File: config.mk
export PLATFORM = sky130hd
export DESIGN_NAME = pwm_tone_sequencer_top
export DESIGN_NICKNAME = d
export VERILOG_FILES = /design/src/hw/rtl/pst_pkg.sv /design/src/hw/rtl/pst_div.sv /design/src/hw/rtl/pst_dp.sv /design/src/hw/rtl/pst_ctrl.sv /design/src/hw/rtl/pwm_tone_sequencer_top.sv
export VERILOG_INCLUDE_DIRS = /design/src /design/src/hw/rtl
export SDC_FILE = /design/constraint.sdc
export NUM_CORES = 2
export LEC_CHECK = 0
export ABC_AREA = 1
export BUFFER_PORTS_ARGS = -buffer_cell sky130_fd_sc_hd__buf_2
export CAP_MARGIN = 30
export CORE_MARGIN = 8
export CORE_UTILIZATION = 40
export DETAILED_ROUTE_END_ITERATION = 10
export PLACE_DENSITY = 0.66
export SYNTH_ARGS = -nofsm -noshare
export SYNTH_HDL_FRONTEND = slang
export SYNTH_SLANG_ARGS = --single-unit
File: constraint.sdc
create_clock -name clk -period 6 [get_ports clk]
set_input_delay 0.3 -clock clk [delete_from_list [all_inputs] [get_ports clk]]
set_output_delay 0.3 -clock clk [all_outputs]
set_load 0.005 [all_outputs]
File: src/hw/rtl/pwm_tone_sequencer_top_assert.svh
// ----------------------------------------------------------------------------
// pwm tone sequencer assertion macros
// shared property wrappers, sampled on clk and disabled while arst_n is low
// ----------------------------------------------------------------------------
`ifndef PWM_TONE_SEQUENCER_TOP_ASSERT_SVH
`define PWM_TONE_SEQUENCER_TOP_ASSERT_SVH

// same-cycle implication
`define PST_ASSERT_NOW(lbl, ante, cons) \
	lbl: assert property (@(posedge clk) disable iff (!arst_n) (ante) |-> (cons)) \
		else $error("pst check failed");

// next-cycle implication
`define PST_ASSERT_NEXT(lbl, ante, cons) \
	lbl: assert property (@(posedge clk) disable iff (!arst_n) (ante) |=> (cons)) \
		else $error("pst check failed");

`endif

File: src/hw/rtl/pst_pkg.sv
// ----------------------------------------------------------------------------
// pst_pkg
// shared widths, codes, reset values and control structs of the tone sequencer
// ----------------------------------------------------------------------------
package pst_pkg;

	localparam int TABLE_DEPTH_DEF = 32;

	localparam int FUNC_W     = 2;
	localparam int IDX_IN_W   = 5;
	localparam int FREQ_W     = 16;
	localparam int DUR_W      = 8;
	localparam int CLK_HZ_W   = 26;
	localparam int TPM_W      = 16;
	localparam int DUTY_W     = 7;
	localparam int PER_W      = 26;
	localparam int LEFT_W     = 24;
	localparam int POS_W      = 5;
	localparam int HI_Q_W     = 20;
	localparam int CFG_IDX_W  = 2;
	localparam int CFG_DATA_W = 26;
	localparam int S_TDATA_W  = 32;
	localparam int M_TDATA_W  = 8;

	// item kinds
	localparam logic [FUNC_W-1:0] FN_TICK  = 2'd0;
	localparam logic [FUNC_W-1:0] FN_START = 2'd1;
	localparam logic [FUNC_W-1:0] FN_WRITE = 2'd2;

	// register indexes
	localparam logic [CFG_IDX_W-1:0] CFG_CLOCK_HZ     = 2'd0;
	localparam logic [CFG_IDX_W-1:0] CFG_TICKS_PER_MS = 2'd1;
	localparam logic [CFG_IDX_W-1:0] CFG_DUTY_PERCENT = 2'd2;

	localparam logic [CLK_HZ_W-1:0] CLOCK_HZ_RST = 26'd32000000;
	localparam logic [TPM_W-1:0]    TPM_RST      = 16'd32000;
	localparam logic [DUTY_W-1:0]   DUTY_RST     = 7'd50;
	localparam logic [DUTY_W-1:0]   DUTY_MAX     = 7'd100;
	localparam logic [FREQ_W-1:0]   PCT_DIVISOR  = 16'd100;

	// period / 100 as (period * ceil(2^33 / 100)) >> 33, exact for 26-bit periods
	localparam int                 RECIP_W     = 27;
	localparam int                 RECIP_SHIFT = 33;
	localparam logic [RECIP_W-1:0] RECIP_100   = 27'd85899346;

	typedef struct packed {
		logic tick;
		logic start;
		logic wr;
		logic rd;
		logic stop;
		logic div_per;
		logic per_zero;
		logic per_ld;
		logic div_hi;
		logic fin;
	} pst_cmd_t;

	typedef struct packed {
		logic playing;
		logic left_le1;
		logic oob;
		logic dur_zero;
		logic freq_zero;
		logic div_busy;
		logic div_done;
	} pst_sts_t;

endpackage

File: src/hw/rtl/pst_div.sv
// ----------------------------------------------------------------------------
// pst_div
// restoring divider, one quotient bit per cycle
// ----------------------------------------------------------------------------
module pst_div import pst_pkg::*; (
	input  logic              clk,
	input  logic              arst_n,
	input  logic              start,
	input  logic [PER_W-1:0]  dividend,
	input  logic [FREQ_W-1:0] divisor,
	output logic              busy,
	output logic              done,
	output logic [PER_W-1:0]  quotient
);

	localparam int CNT_W = $clog2(PER_W);
	localparam logic [CNT_W-1:0] LAST = CNT_W'(PER_W - 1);

	logic             busy_q;
	logic             done_q;
	logic [CNT_W-1:0] cnt_q;
	logic [PER_W-1:0] quo_q;
	logic [FREQ_W-1:0] rem_q;
	logic [FREQ_W-1:0] dsr_q;

	logic [FREQ_W:0]   shifted;
	logic [FREQ_W+1:0] diff;
	logic              q_bit;
	logic [FREQ_W-1:0] rem_nxt;

	assign shifted = {rem_q, quo_q[PER_W-1]};
	assign diff    = {1'b0, shifted} - {2'b00, dsr_q};
	assign q_bit   = ~diff[FREQ_W+1];
	assign rem_nxt = q_bit ? diff[FREQ_W-1:0] : shifted[FREQ_W-1:0];

	always_ff @(posedge clk or negedge arst_n) begin
		if (!arst_n) begin
			busy_q <= 1'b0;
			done_q <= 1'b0;
			cnt_q  <= '0;
		end else begin
			done_q <= 1'b0;
			if (start) begin
				busy_q <= 1'b1;
				cnt_q  <= '0;
			end else if (busy_q) begin
				if (cnt_q == LAST) begin
					busy_q <= 1'b0;
					done_q <= 1'b1;
				end else begin
					cnt_q <= cnt_q + CNT_W'(1);
				end
			end
		end
	end

	always_ff @(posedge clk) begin
		if (start) begin
			quo_q <= dividend;
			rem_q <= '0;
			dsr_q <= divisor;
		end else if (busy_q) begin
			quo_q <= {quo_q[PER_W-2:0], q_bit};
			rem_q <= rem_nxt;
		end
	end

	assign busy     = busy_q;
	assign done     = done_q;
	assign quotient = quo_q;

endmodule

File: src/hw/rtl/pst_dp.sv
// ----------------------------------------------------------------------------
// pst_dp
// datapath: config registers, note table, play state and note setup math
// ----------------------------------------------------------------------------
module pst_dp import pst_pkg::*; #(
	parameter int TABLE_DEPTH = TABLE_DEPTH_DEF
) (
	input  logic                  clk,
	input  logic                  arst_n,
	input  logic                  cfg_we,
	input  logic [CFG_IDX_W-1:0]  cfg_index,
	input  logic [CFG_DATA_W-1:0] cfg_data,
	input  pst_cmd_t              cmd,
	input  logic [IDX_IN_W-1:0]   entry_index,
	input  logic [FREQ_W-1:0]     entry_freq_hz,
	input  logic [DUR_W-1:0]      entry_duration_ms,
	output pst_sts_t              sts,
	output logic                  tone_level,
	output logic                  busy_res,
	output logic [POS_W-1:0]      note_position
);

	localparam int IDX_W  = $clog2(TABLE_DEPTH);
	localparam int NEXT_W = IDX_W + 1;
	localparam int WR_W   = IDX_W + IDX_IN_W;
	localparam int MEM_W  = FREQ_W + DUR_W;
	localparam int HP_W   = HI_Q_W + DUTY_W;
	localparam int QP_W   = PER_W + RECIP_W;

	logic [CLK_HZ_W-1:0] clock_hz_q;
	logic [TPM_W-1:0]    tpm_q;
	logic [DUTY_W-1:0]   duty_q;

	logic [MEM_W-1:0] mem [TABLE_DEPTH];
	logic [MEM_W-1:0] rd_q;

	logic              playing_q;
	logic [LEFT_W-1:0] left_q;
	logic [PER_W-1:0]  period_q;
	logic [PER_W-1:0]  high_q;
	logic [PER_W-1:0]  phase_q;
	logic [IDX_W-1:0]  cur_q;
	logic [NEXT_W-1:0] next_q;
	logic [HI_Q_W-1:0] q100_q;

	logic [WR_W-1:0]     wr_ext;
	logic                wr_ok;
	logic [IDX_W-1:0]    wr_addr;
	logic [FREQ_W-1:0]   freq_rd;
	logic [DUR_W-1:0]    dur_rd;
	logic [TPM_W-1:0]    tpm_eff;
	logic [DUTY_W-1:0]   duty_eff;
	logic [QP_W-1:0]     q100_prod;
	logic [HP_W-1:0]     hi_prod;
	logic [LEFT_W-1:0]   left_prod;
	logic [PER_W-1:0]    phase_inc;
	logic                div_start;
	logic [PER_W-1:0]    div_dividend;
	logic [FREQ_W-1:0]   div_divisor;
	logic                div_busy;
	logic                div_done;
	logic [PER_W-1:0]    div_quo;
	logic [POS_W+IDX_W-1:0] pos_ext;

	// config registers
	always_ff @(posedge clk or negedge arst_n) begin
		if (!arst_n) begin
			clock_hz_q <= CLOCK_HZ_RST;
			tpm_q      <= TPM_RST;
			duty_q     <= DUTY_RST;
		end else if (cfg_we) begin
			case (cfg_index)
				CFG_CLOCK_HZ:     clock_hz_q <= cfg_data[CLK_HZ_W-1:0];
				CFG_TICKS_PER_MS: tpm_q      <= cfg_data[TPM_W-1:0];
				CFG_DUTY_PERCENT: duty_q     <= cfg_data[DUTY_W-1:0];
				default:          ;
			endcase
		end
	end

	// note table
	assign wr_ext  = {{IDX_W{1'b0}}, entry_index};
	assign wr_ok   = wr_ext < WR_W'(TABLE_DEPTH);
	assign wr_addr = wr_ext[IDX_W-1:0];

	always_ff @(posedge clk) begin
		if (cmd.wr && !playing_q && wr_ok) begin
			mem[wr_addr] <= {entry_duration_ms, entry_freq_hz};
		end
		if (cmd.rd) begin
			rd_q <= mem[next_q[IDX_W-1:0]];
		end
	end

	assign freq_rd = rd_q[FREQ_W-1:0];
	assign dur_rd  = rd_q[MEM_W-1:FREQ_W];

	// period divide runs on the serial unit
	assign div_start    = cmd.div_per;
	assign div_dividend = clock_hz_q;
	assign div_divisor  = freq_rd;

	pst_div u_div (
		.clk      (clk),
		.arst_n   (arst_n),
		.start    (div_start),
		.dividend (div_dividend),
		.divisor  (div_divisor),
		.busy     (div_busy),
		.done     (div_done),
		.quotient (div_quo)
	);

	// period / 100 by reciprocal multiply, registered before the duty scale
	assign q100_prod = QP_W'(period_q) * QP_W'(RECIP_100);

	always_ff @(posedge clk or negedge arst_n) begin
		if (!arst_n) begin
			q100_q <= '0;
		end else if (cmd.div_hi) begin
			q100_q <= q100_prod[RECIP_SHIFT+HI_Q_W-1:RECIP_SHIFT];
		end
	end

	assign tpm_eff   = (tpm_q == '0) ? TPM_W'(1) : tpm_q;
	assign duty_eff  = (duty_q > DUTY_MAX) ? DUTY_MAX : duty_q;
	assign hi_prod   = HP_W'(q100_q) * HP_W'(duty_eff);
	assign left_prod = LEFT_W'(dur_rd) * LEFT_W'(tpm_eff);
	assign phase_inc = phase_q + PER_W'(1);

	// play state
	always_ff @(posedge clk or negedge arst_n) begin
		if (!arst_n) begin
			playing_q <= 1'b0;
			left_q    <= '0;
			period_q  <= '0;
			high_q    <= '0;
			phase_q   <= '0;
			cur_q     <= '0;
			next_q    <= '0;
		end else if (cmd.stop) begin
			playing_q <= 1'b0;
			left_q    <= '0;
			period_q  <= '0;
			high_q    <= '0;
			phase_q   <= '0;
			cur_q     <= '0;
		end else if (cmd.fin) begin
			high_q    <= hi_prod[PER_W-1:0];
			phase_q   <= '0;
			left_q    <= left_prod;
			cur_q     <= next_q[IDX_W-1:0];
			next_q    <= next_q + NEXT_W'(1);
			playing_q <= 1'b1;
		end else begin
			if (cmd.per_ld) begin
				period_q <= div_quo;
			end
			if (cmd.per_zero) begin
				period_q <= '0;
			end
			if (cmd.start) begin
				next_q <= '0;
			end
			if (cmd.tick && playing_q) begin
				if (period_q != '0) begin
					phase_q <= (phase_inc >= period_q) ? '0 : phase_inc;
				end
				if (left_q != '0) begin
					left_q <= left_q - LEFT_W'(1);
				end
			end
		end
	end

	assign sts.playing   = playing_q;
	assign sts.left_le1  = left_q <= LEFT_W'(1);
	assign sts.oob       = next_q >= NEXT_W'(TABLE_DEPTH);
	assign sts.dur_zero  = dur_rd == '0;
	assign sts.freq_zero = freq_rd == '0;
	assign sts.div_busy  = div_busy;
	assign sts.div_done  = div_done;

	assign pos_ext       = {{POS_W{1'b0}}, cur_q};
	assign tone_level    = playing_q && (period_q != '0) && (phase_q < high_q);
	assign busy_res      = playing_q;
	assign note_position = pos_ext[POS_W-1:0];

endmodule

File: src/hw/rtl/pst_ctrl.sv
// ----------------------------------------------------------------------------
// pst_ctrl
// control fsm: beat acceptance, note load sequence and result handshake
// ----------------------------------------------------------------------------
module pst_ctrl import pst_pkg::*; (
	input  logic              clk,
	input  logic              arst_n,
	input  logic              s_tvalid,
	input  logic [FUNC_W-1:0] func,
	output logic              s_tready,
	output logic              m_tvalid,
	input  logic              m_tready,
	input  pst_sts_t          sts,
	output pst_cmd_t          cmd
);

	localparam logic [2:0] ST_IDLE  = 3'd0;
	localparam logic [2:0] ST_RD    = 3'd1;
	localparam logic [2:0] ST_CHK   = 3'd2;
	localparam logic [2:0] ST_DIV1  = 3'd3;
	localparam logic [2:0] ST_DIV2S = 3'd4;
	localparam logic [2:0] ST_DIV2  = 3'd5;

	logic [2:0] state_q;
	logic [2:0] state_nxt;
	logic       pend_q;
	logic       fin_item;
	logic       accept;

	assign s_tready = (state_q == ST_IDLE) && (!pend_q || m_tready);
	assign accept   = s_tvalid && s_tready;
	assign m_tvalid = pend_q;

	always_comb begin
		cmd       = '0;
		state_nxt = state_q;
		fin_item  = 1'b0;
		case (state_q)
			ST_IDLE: begin
				if (accept) begin
					case (func)
						FN_TICK: begin
							cmd.tick = 1'b1;
							if (sts.playing && sts.left_le1) begin
								state_nxt = ST_RD;
							end else begin
								fin_item = 1'b1;
							end
						end
						FN_START: begin
							cmd.start = 1'b1;
							if (!sts.playing) begin
								state_nxt = ST_RD;
							end else begin
								fin_item = 1'b1;
							end
						end
						FN_WRITE: begin
							cmd.wr   = 1'b1;
							fin_item = 1'b1;
						end
						default: fin_item = 1'b1;
					endcase
				end
			end
			ST_RD: begin
				cmd.rd    = 1'b1;
				state_nxt = ST_CHK;
			end
			ST_CHK: begin
				if (sts.oob || sts.dur_zero) begin
					cmd.stop  = 1'b1;
					fin_item  = 1'b1;
					state_nxt = ST_IDLE;
				end else if (sts.freq_zero) begin
					cmd.per_zero = 1'b1;
					state_nxt    = ST_DIV2S;
				end else begin
					cmd.div_per = 1'b1;
					state_nxt   = ST_DIV1;
				end
			end
			ST_DIV1: begin
				if (sts.div_done) begin
					cmd.per_ld = 1'b1;
					state_nxt  = ST_DIV2S;
				end
			end
			ST_DIV2S: begin
				cmd.div_hi = 1'b1;
				state_nxt  = ST_DIV2;
			end
			ST_DIV2: begin
				cmd.fin   = 1'b1;
				fin_item  = 1'b1;
				state_nxt = ST_IDLE;
			end
			default: state_nxt = ST_IDLE;
		endcase
	end

	always_ff @(posedge clk or negedge arst_n) begin
		if (!arst_n) begin
			state_q <= ST_IDLE;
			pend_q  <= 1'b0;
		end else begin
			state_q <= state_nxt;
			if (fin_item) begin
				pend_q <= 1'b1;
			end else if (m_tready) begin
				pend_q <= 1'b0;
			end
		end
	end

endmodule

File: src/hw/rtl/pwm_tone_sequencer_top.sv
// ----------------------------------------------------------------------------
// pwm_tone_sequencer_top
// plays a table of notes as a square wave, one result beat per input beat
// ----------------------------------------------------------------------------
//
// channel   direction  handshake          payload
// s_*       in         s_tvalid/s_tready  tdata: entry fields, tuser: func
// m_*       out        m_tvalid/m_tready  tdata: level, busy, note position
// cfg_*     in         cfg_valid/cfg_ready register index and write data
//
// write and start-while-playing beats, and tick beats that end no note, give their result the next cycle
// a beat that loads a note runs a table read, a check, a 26-step
// serial divide for the period, then a reciprocal multiply for the /100;
// a silent note skips the divide
// a beat that ends play stops after the table read and check; no clearing pass after reset
// a stalled m side holds its beat; s_tready drops until it drains
// config writes are taken in any cycle (cfg_ready is tied high)
//
`include "pwm_tone_sequencer_top_assert.svh"

module pwm_tone_sequencer_top import pst_pkg::*; #(
	parameter int TABLE_DEPTH = TABLE_DEPTH_DEF
) (
	input  logic                  clk,
	input  logic                  arst_n,
	input  logic                  s_tvalid,
	output logic                  s_tready,
	// [4:0] entry_index, [20:5] entry_freq_hz, [28:21] entry_duration_ms, [31:29] zero
	input  logic [S_TDATA_W-1:0]  s_tdata,
	// [1:0] func
	input  logic [FUNC_W-1:0]     s_tuser,
	output logic                  m_tvalid,
	input  logic                  m_tready,
	// [0] tone_level, [1] busy_res, [6:2] note_position, [7] zero
	output logic [M_TDATA_W-1:0]  m_tdata,
	input  logic                  cfg_valid,
	output logic                  cfg_ready,
	input  logic [CFG_IDX_W-1:0]  cfg_index,
	input  logic [CFG_DATA_W-1:0] cfg_data
);

	pst_cmd_t          cmd;
	pst_sts_t          sts;
	logic              tone_level;
	logic              busy_res;
	logic [POS_W-1:0]  note_position;
	logic [IDX_IN_W-1:0] entry_index;
	logic [FREQ_W-1:0] entry_freq_hz;
	logic [DUR_W-1:0]  entry_duration_ms;

	// unpack the input beat
	assign entry_index       = s_tdata[IDX_IN_W-1:0];
	assign entry_freq_hz     = s_tdata[IDX_IN_W+FREQ_W-1:IDX_IN_W];
	assign entry_duration_ms = s_tdata[IDX_IN_W+FREQ_W+DUR_W-1:IDX_IN_W+FREQ_W];

	// config registers sit in the datapath and never back-pressure
	assign cfg_ready = 1'b1;

	pst_ctrl u_ctrl (
		.clk      (clk),
		.arst_n   (arst_n),
		.s_tvalid (s_tvalid),
		.func     (s_tuser),
		.s_tready (s_tready),
		.m_tvalid (m_tvalid),
		.m_tready (m_tready),
		.sts      (sts),
		.cmd      (cmd)
	);

	pst_dp #(
		.TABLE_DEPTH (TABLE_DEPTH)
	) u_dp (
		.clk               (clk),
		.arst_n            (arst_n),
		.cfg_we            (cfg_valid && cfg_ready),
		.cfg_index         (cfg_index),
		.cfg_data          (cfg_data),
		.cmd               (cmd),
		.entry_index       (entry_index),
		.entry_freq_hz     (entry_freq_hz),
		.entry_duration_ms (entry_duration_ms),
		.sts               (sts),
		.tone_level        (tone_level),
		.busy_res          (busy_res),
		.note_position     (note_position)
	);

	// result beat reflects the play state, held until the next accepted beat
	assign m_tdata = {1'b0, note_position, busy_res, tone_level};

	// idle output is all quiet
	`PST_ASSERT_NOW(a_idle_quiet, m_tvalid && !m_tdata[1], m_tdata[0] == 1'b0 && m_tdata[6:2] == '0)
	// the divider is never mid-run while a beat can be accepted
	`PST_ASSERT_NOW(a_div_idle, s_tready, !sts.div_busy)
	// a table write never starts a note load, so its result is ready next cycle
	`PST_ASSERT_NEXT(a_write_1cyc, s_tvalid && s_tready && s_tuser == FN_WRITE, m_tvalid)

endmodule
-- Word-level counts from Yosys, hierarchy flattened
Memories as Yosys holds them, arrays and structs flattened. A register that Yosys moved wholly into a read port is not among the register bits.
Index checks and enable logic that the tools add are counted.
- output and inout bits: 11
- register bits after elaboration: 252
- input bits: 67
- bits in writable memories: 768
- memories kept: 1
- memory list (name ; depth ; bits a word ; read ports ; clocked after memory_dff ; wr ports ; RTL line ; RTL):
    u_dp.mem ; 32 ; 24 ; 1 ; 1 ; 1 ; pst_dp.sv:34 ; logic [MEM_W-1:0] mem [TABLE_DEPTH];
- $lt $le $gt $ge: 6
- $add $sub $neg: 5
- equal/unequal tests: 17
- bitwise logic cells: 2
- multiplexer cells: 67
- reduce and logical (&&, ||, !) cells: 37
- $mul: 3
- operators by type and width (operator ; count):
    $mux 26 ; 13
    $mux 24 ; 4
    $mul 26x26->52 const B ; 1
    $logic_not 16->1 ; 2
    $mux 16 ; 2
    $mux 3 ; 9
    $add 26x1->26 const B ; 1
    $ge 26x26->1 ; 1
    $lt 26x26->1 ; 1
    $mul 20x7->26 ; 1
    $mux 1 ; 26
    $reduce_bool 26->1 ; 1
    $mux 5 ; 5
    $le 24x1->1 const B ; 1
    $mul 8x16->24 ; 1
    $reduce_bool 24->1 ; 1
    $sub 24x1->24 const B ; 1
    $sub 17x16->18 ; 1
    $reduce_and 2->1 ; 8
    $pmux 3 s5 ; 1
    $mux 6 ; 2
    $reduce_bool 3->1 ; 4
    $ne 3x3->1 const B ; 3
    $logic_and 1x1->1 ; 8
    other kinds (26) ; 39

-- Logic depth before layout (Yosys ltp)
- depth after elaboration: 10
- mapped depth: 28

-- Modules after synthesis
From an unflattened synthesis, not the netlist that was laid out.
- cells, all modules: 6712
- area total of the unflattened synthesis: 66009.6 sq um
- modules (own cells, without submodules) (module ; cells each ; sequential area each (sq um) ; times used ; area each (sq um)):
    pst_dp ; 6164 ; 28382.2 ; 1 ; 61776.7
    pst_div ; 486 ; 1756.7 ; 1 ; 3832.4
    pst_ctrl ; 56 ; 100.1 ; 1 ; 362.8
    pwm_tone_sequencer_top ; 6 ; 0.0 ; 1 ; 37.5

-- Worst setup path before layout
No wires, ideal clock.
- path kind: flip-flop to flip-flop
- start: register u_dp.period_q[12]
- end: register u_dp.q100_q[17]
- arrival time: 5.277 ns
- slack: 0.605 ns
- data required time: 5.882 ns
- stages on the path, launching flop included: 25
- cells stage by stage: dfrtp_1 -> inv_1 -> ha_1 -> fa_1 -> fa_1 -> inv_1 -> fa_1 -> inv_1 -> fa_1 -> fa_1 -> inv_1 -> fa_1 -> inv_1 -> ha_1 -> nand2_1 -> nor2_1 -> inv_1 -> o21ai_0 -> nand2_1 -> nand2_1 -> nand2_1 -> nand3_1 -> nand2_1 -> nand3_1 -> nand2_1
- longest elaborated chain between the ends: 1
- ends and longest elaborated chain (what ; RTL line ; RTL):
    start: declaration ; pst_dp.sv:39 ; logic [PER_W-1:0] period_q;
    start signal: assignment ; pst_dp.sv:157 ; period_q <= div_quo;
    $mul 26x26->52 ; pst_dp.sv:115 ; assign q100_prod = QP_W'(period_q) * QP_W'(RECIP_100);
    end signal: assignment ; pst_dp.sv:121 ; q100_q <= q100_prod[RECIP_SHIFT+HI_Q_W-1:RECIP_SHIFT];
    end: declaration ; pst_dp.sv:44 ; logic [HI_Q_W-1:0] q100_q;
No other way between the ends.
A chain may end at the register's enable or synchronous reset.

-- Worst setup path in the final report
- start: register u_dp.period_q[22]
- end: register u_dp.q100_q[11]
Same word-level chain as after synthesis.

==> out/results.tsv <==
stage	metric	value	unit
logic_synthesis	Synth async-reset ratio	18.6	%
worst_setup_path	CP Capture Point	u_dp.q100_q[11]	
grt	initial antenna violation count	12	
layout	# nets final	7613	
place	Placed Cells incl. Taps	8710	
grt	largest net degree at the start of global routing	147	
clock_network	Worst-path clk slew	0.07	ns
layout	commonest non-fill, non-tap cell in the layout	nand2_1	
clock_network	Clock Path Buffers	3	
worst_hold_path	hold path cells	3	
routing	routed vias/inst	5.27	
logic_synthesis	Seq/Total Area, Yosys	46.2	%
worst_setup_path	Max FO, Critical Path	7	
timing	fin. max-slew vios	0	
worst_setup_path	FF-to-FF End	u_dp.q100_q[11]	
worst_setup_path	worst path arrival time	6.37	ns
pwr	LEAKAGE	32.2	nW
floorplanning	I/O Pins	78	
floorplanning	die width	420	um
worst_hold_path	hold crit path type	in2reg	
clock_network	postcts setup bufs	0	
routing	first-pass iteration count of the detailed router	7	
logic_synthesis	Post-synth EDFFs	834	
place	GP Congestion	0.939	
worst_setup_path	reg2reg path depth	20	
clock_network	CTS buffer count	101	
grt	first-pass GRT wire length	279	mm
routing	DR iter-0 viols	4218	
layout	share of cells above drive strength 1	7.45	%
floorplanning	Die ar.	177000	um2
timing	Final WS setup	0.211	ns
clock_network	Clock Root Buffer	clkbuf_16	
grt	GR Util All Layers	20.3	%
logic_synthesis	main flop type after synthesis	edfxtp_1	
routing	WL/cell	20.3	um
worst_setup_path	Startpoint Class	flop	
routing	Final ANT Viol Nets	0	
clock_network	worst skew pair latency	0.72	ns
worst_setup_path	r2r setup slk	0.21	ns
worst_setup_path	Setup CP Type	reg2reg	
logic_synthesis	Post-Syn Nets	7540	
status	outcome	completed	
logic_synthesis	post-synth design cell area	65400	um2
routing	DR vias	47100	
clock_network	H-tree depth	3	
place	number of buffers added on ports	72	
layout	commonest non-fill, non-tap cells in the layout	1097 x nand2_1, 1001 x inv_1, 834 x edfxtp_1	
floorplanning	core area	163000	um2
logic_synthesis	Avg Cell Area, Syn	9.92	um2
floorplanning	Die Y	420	um
logic_synthesis	Ys Warns	0	
pwr	worst vdd ir	521	uV
worst_setup_path	CP required	6.58	ns
logic_synthesis	flops & latches, synth	1044	
logic_synthesis	cell count after synthesis	6592	
timing	worst slew pin tran	1.02	ns
timing	Max Clock Skew	0.0615	ns
logic_synthesis	post-synthesis cell type count	63	
place	setup slack after placement	0.159	ns
floorplanning	Initial Utilization	40.2	%
layout	layout overhead on the synthesized area	11.0	%
timing	fmax	173	MHz
timing	final cycle utilization of the critical path	96.5	%
floorplanning	Row Count	148	
clock_network	Sink Count	1044	
pwr	Pwr per Cell Area	536	nW/um2
clock_network	CTS tree	done	
timing	Slew headroom	32.3	%
flow_run	total of max-cap violations	0	
grt	number of global-route vias before repair	47400	
timing	number of setup violations in the final report	0	
timing	post-layout min period	5.79	ns
place	dpl hpwl	128	mm
worst_setup_path	crit end category	flop	
layout	final std cells w/o fill	8930	
timing	endpoints failing hold	0	
grt	total gr overflow	0	
worst_setup_path	CP startpoint	u_dp.period_q[22]	
worst_setup_path	reg2reg start	u_dp.period_q[22]	
routing	DR DRC count	0	
routing	Total Wirelength	182	mm
[per-layer routing]
layer | vias up | GRT usage [%] | wire [um]
met5 | - | 0 | 94
met4 | 14 | 7.55 | 7670
met3 | 372 | 3.30 | 12500
met2 | 1661 | 34.1 | 86400
met1 | 22900 | 26.4 | 74900
li1 | 22100 | - | -
[per-stage QoR]
stage                     hold slack, ns  power (mW)  cell area (um2)  TNS (ns)  utilization (%)
after floorplan                  0.00441        25.3            65400         0                -
after global placement             0.422        31.7            68600         0             42.2
after detailed placement           0.429        32.0            68800         0             42.3
after CTS                        0.00295        38.8            72500         0             44.6
after global routing              0.0320        42.4            72600   -0.0346             44.6
final                             0.0264        38.9            72600         0             44.6
[kinds of logic after synthesis]
kind of cell	share of synthesized area [%]
and+or+nand+nor	13.7
buffers and inverters	7.63
AOI/OAI and AO/OA	9.67
DFF	46.2
adders and majority gates	21.6
xor gates and xnor gates	0.989
muxes	0.172
other	0.0115
[cells in the mapped netlist, types with 13 or more instances]
library cell | n | area (um2)
o21ai_0 | 576 | 2880
ha_1 | 470 | 5880
edfxtp_1 | 834 | 25000
xnor2_1 | 27 | 236
nand4_1 | 75 | 469
inv_1 | 1003 | 3760
a21oi_1 | 175 | 876
clkbuf_1 | 167 | 627
o22ai_1 | 132 | 826
fa_1 | 411 | 8230
dfstp_2 | 16 | 420
xor2_1 | 45 | 394
o211ai_1 | 37 | 278
o21bai_1 | 13 | 97.6
o21ai_1 | 67 | 335
inv_2 | 14 | 52.6
buf_1 | 14 | 52.6
dfrtp_1 | 178 | 4450
dfxtp_1 | 16 | 320
o221ai_1 | 74 | 648
nand3_1 | 218 | 1090
nor2_1 | 688 | 2580
buf_2 | 52 | 260
buf_4 | 17 | 128
nor3_1 | 34 | 170
nand2_1 | 1098 | 4120
[area by class of cell]
class | instances | area [um2]
flip-flops and latches | 1044 | 30300
diodes | 4 | 10.0
inverters | 1020 | 3840
fillers | 15400 | 90000
clock buffers | 123 | 2690
well taps | 2175 | 2720
repair buffers | 232 | 1810
clock inverters | 66 | 800
multi-input cells | 4266 | 30500
[report_power, final]
group          switching (mW)  leakage (nW)  internal, mW
clock                    2.88          1.69          3.79
combinational            14.6          20.3          8.09
sequential              0.912          10.2          8.60
[flip-flops by register name (all words and copies together), names as in the netlist, 16 cells and up]
register             cells
u_dp.tpm_q              16
u_dp.q100_q             20
u_dp.u_div.quotient     26
u_dp.period_q           26
u_dp.u_div.dsr_q        16
u_dp.high_q             26
u_dp.phase_q            26
u_dp.left_q             24
u_dp.u_div.rem_q        16
u_dp.clock_hz_q         26
u_dp.mem               768
u_dp.rd_q               24
[worst max-delay path, cell delays in order, from the launching register on]
cell and delay [ns]:
dfrtp_1 0.56, inv_1 0.16, ha_1 0.36, fa_1 0.58, fa_1 0.45, fa_1 0.50
fa_1 0.49, inv_1 0.06, fa_1 0.52, inv_1 0.06, ha_1 0.18, ha_1 0.42
nand2_1 0.13, nor2_1 0.23, nand2_1 0.18, nor2_1 0.24, nand4_1 0.22, nand3_1 0.14
nand2_1 0.06, nand3_1 0.08, nand2_1 0.06
[repair_timing]
item	4_1_cts	5_1_grt
endpoints found under the setup margin	0	20
hold buffers	25	0
gates resized for setup	0	16
hold endpoints to repair	127	0
[how the worst min path moves through the flow]
stage | startpoint | to
3_5_place_dp | arst_n | u_dp.q100_q[9]
3_3_place_gp | arst_n | u_dp.q100_q[7]
2_1_floorplan | arst_n | u_ctrl.m_tvalid
4_1_cts | cfg_data[5] | u_dp.tpm_q[5]
6_report | cfg_data[5] | u_dp.tpm_q[5]
5_1_grt | cfg_data[5] | u_dp.clock_hz_q[5]
No activity file was read; power rests on OpenSTA's default activity.
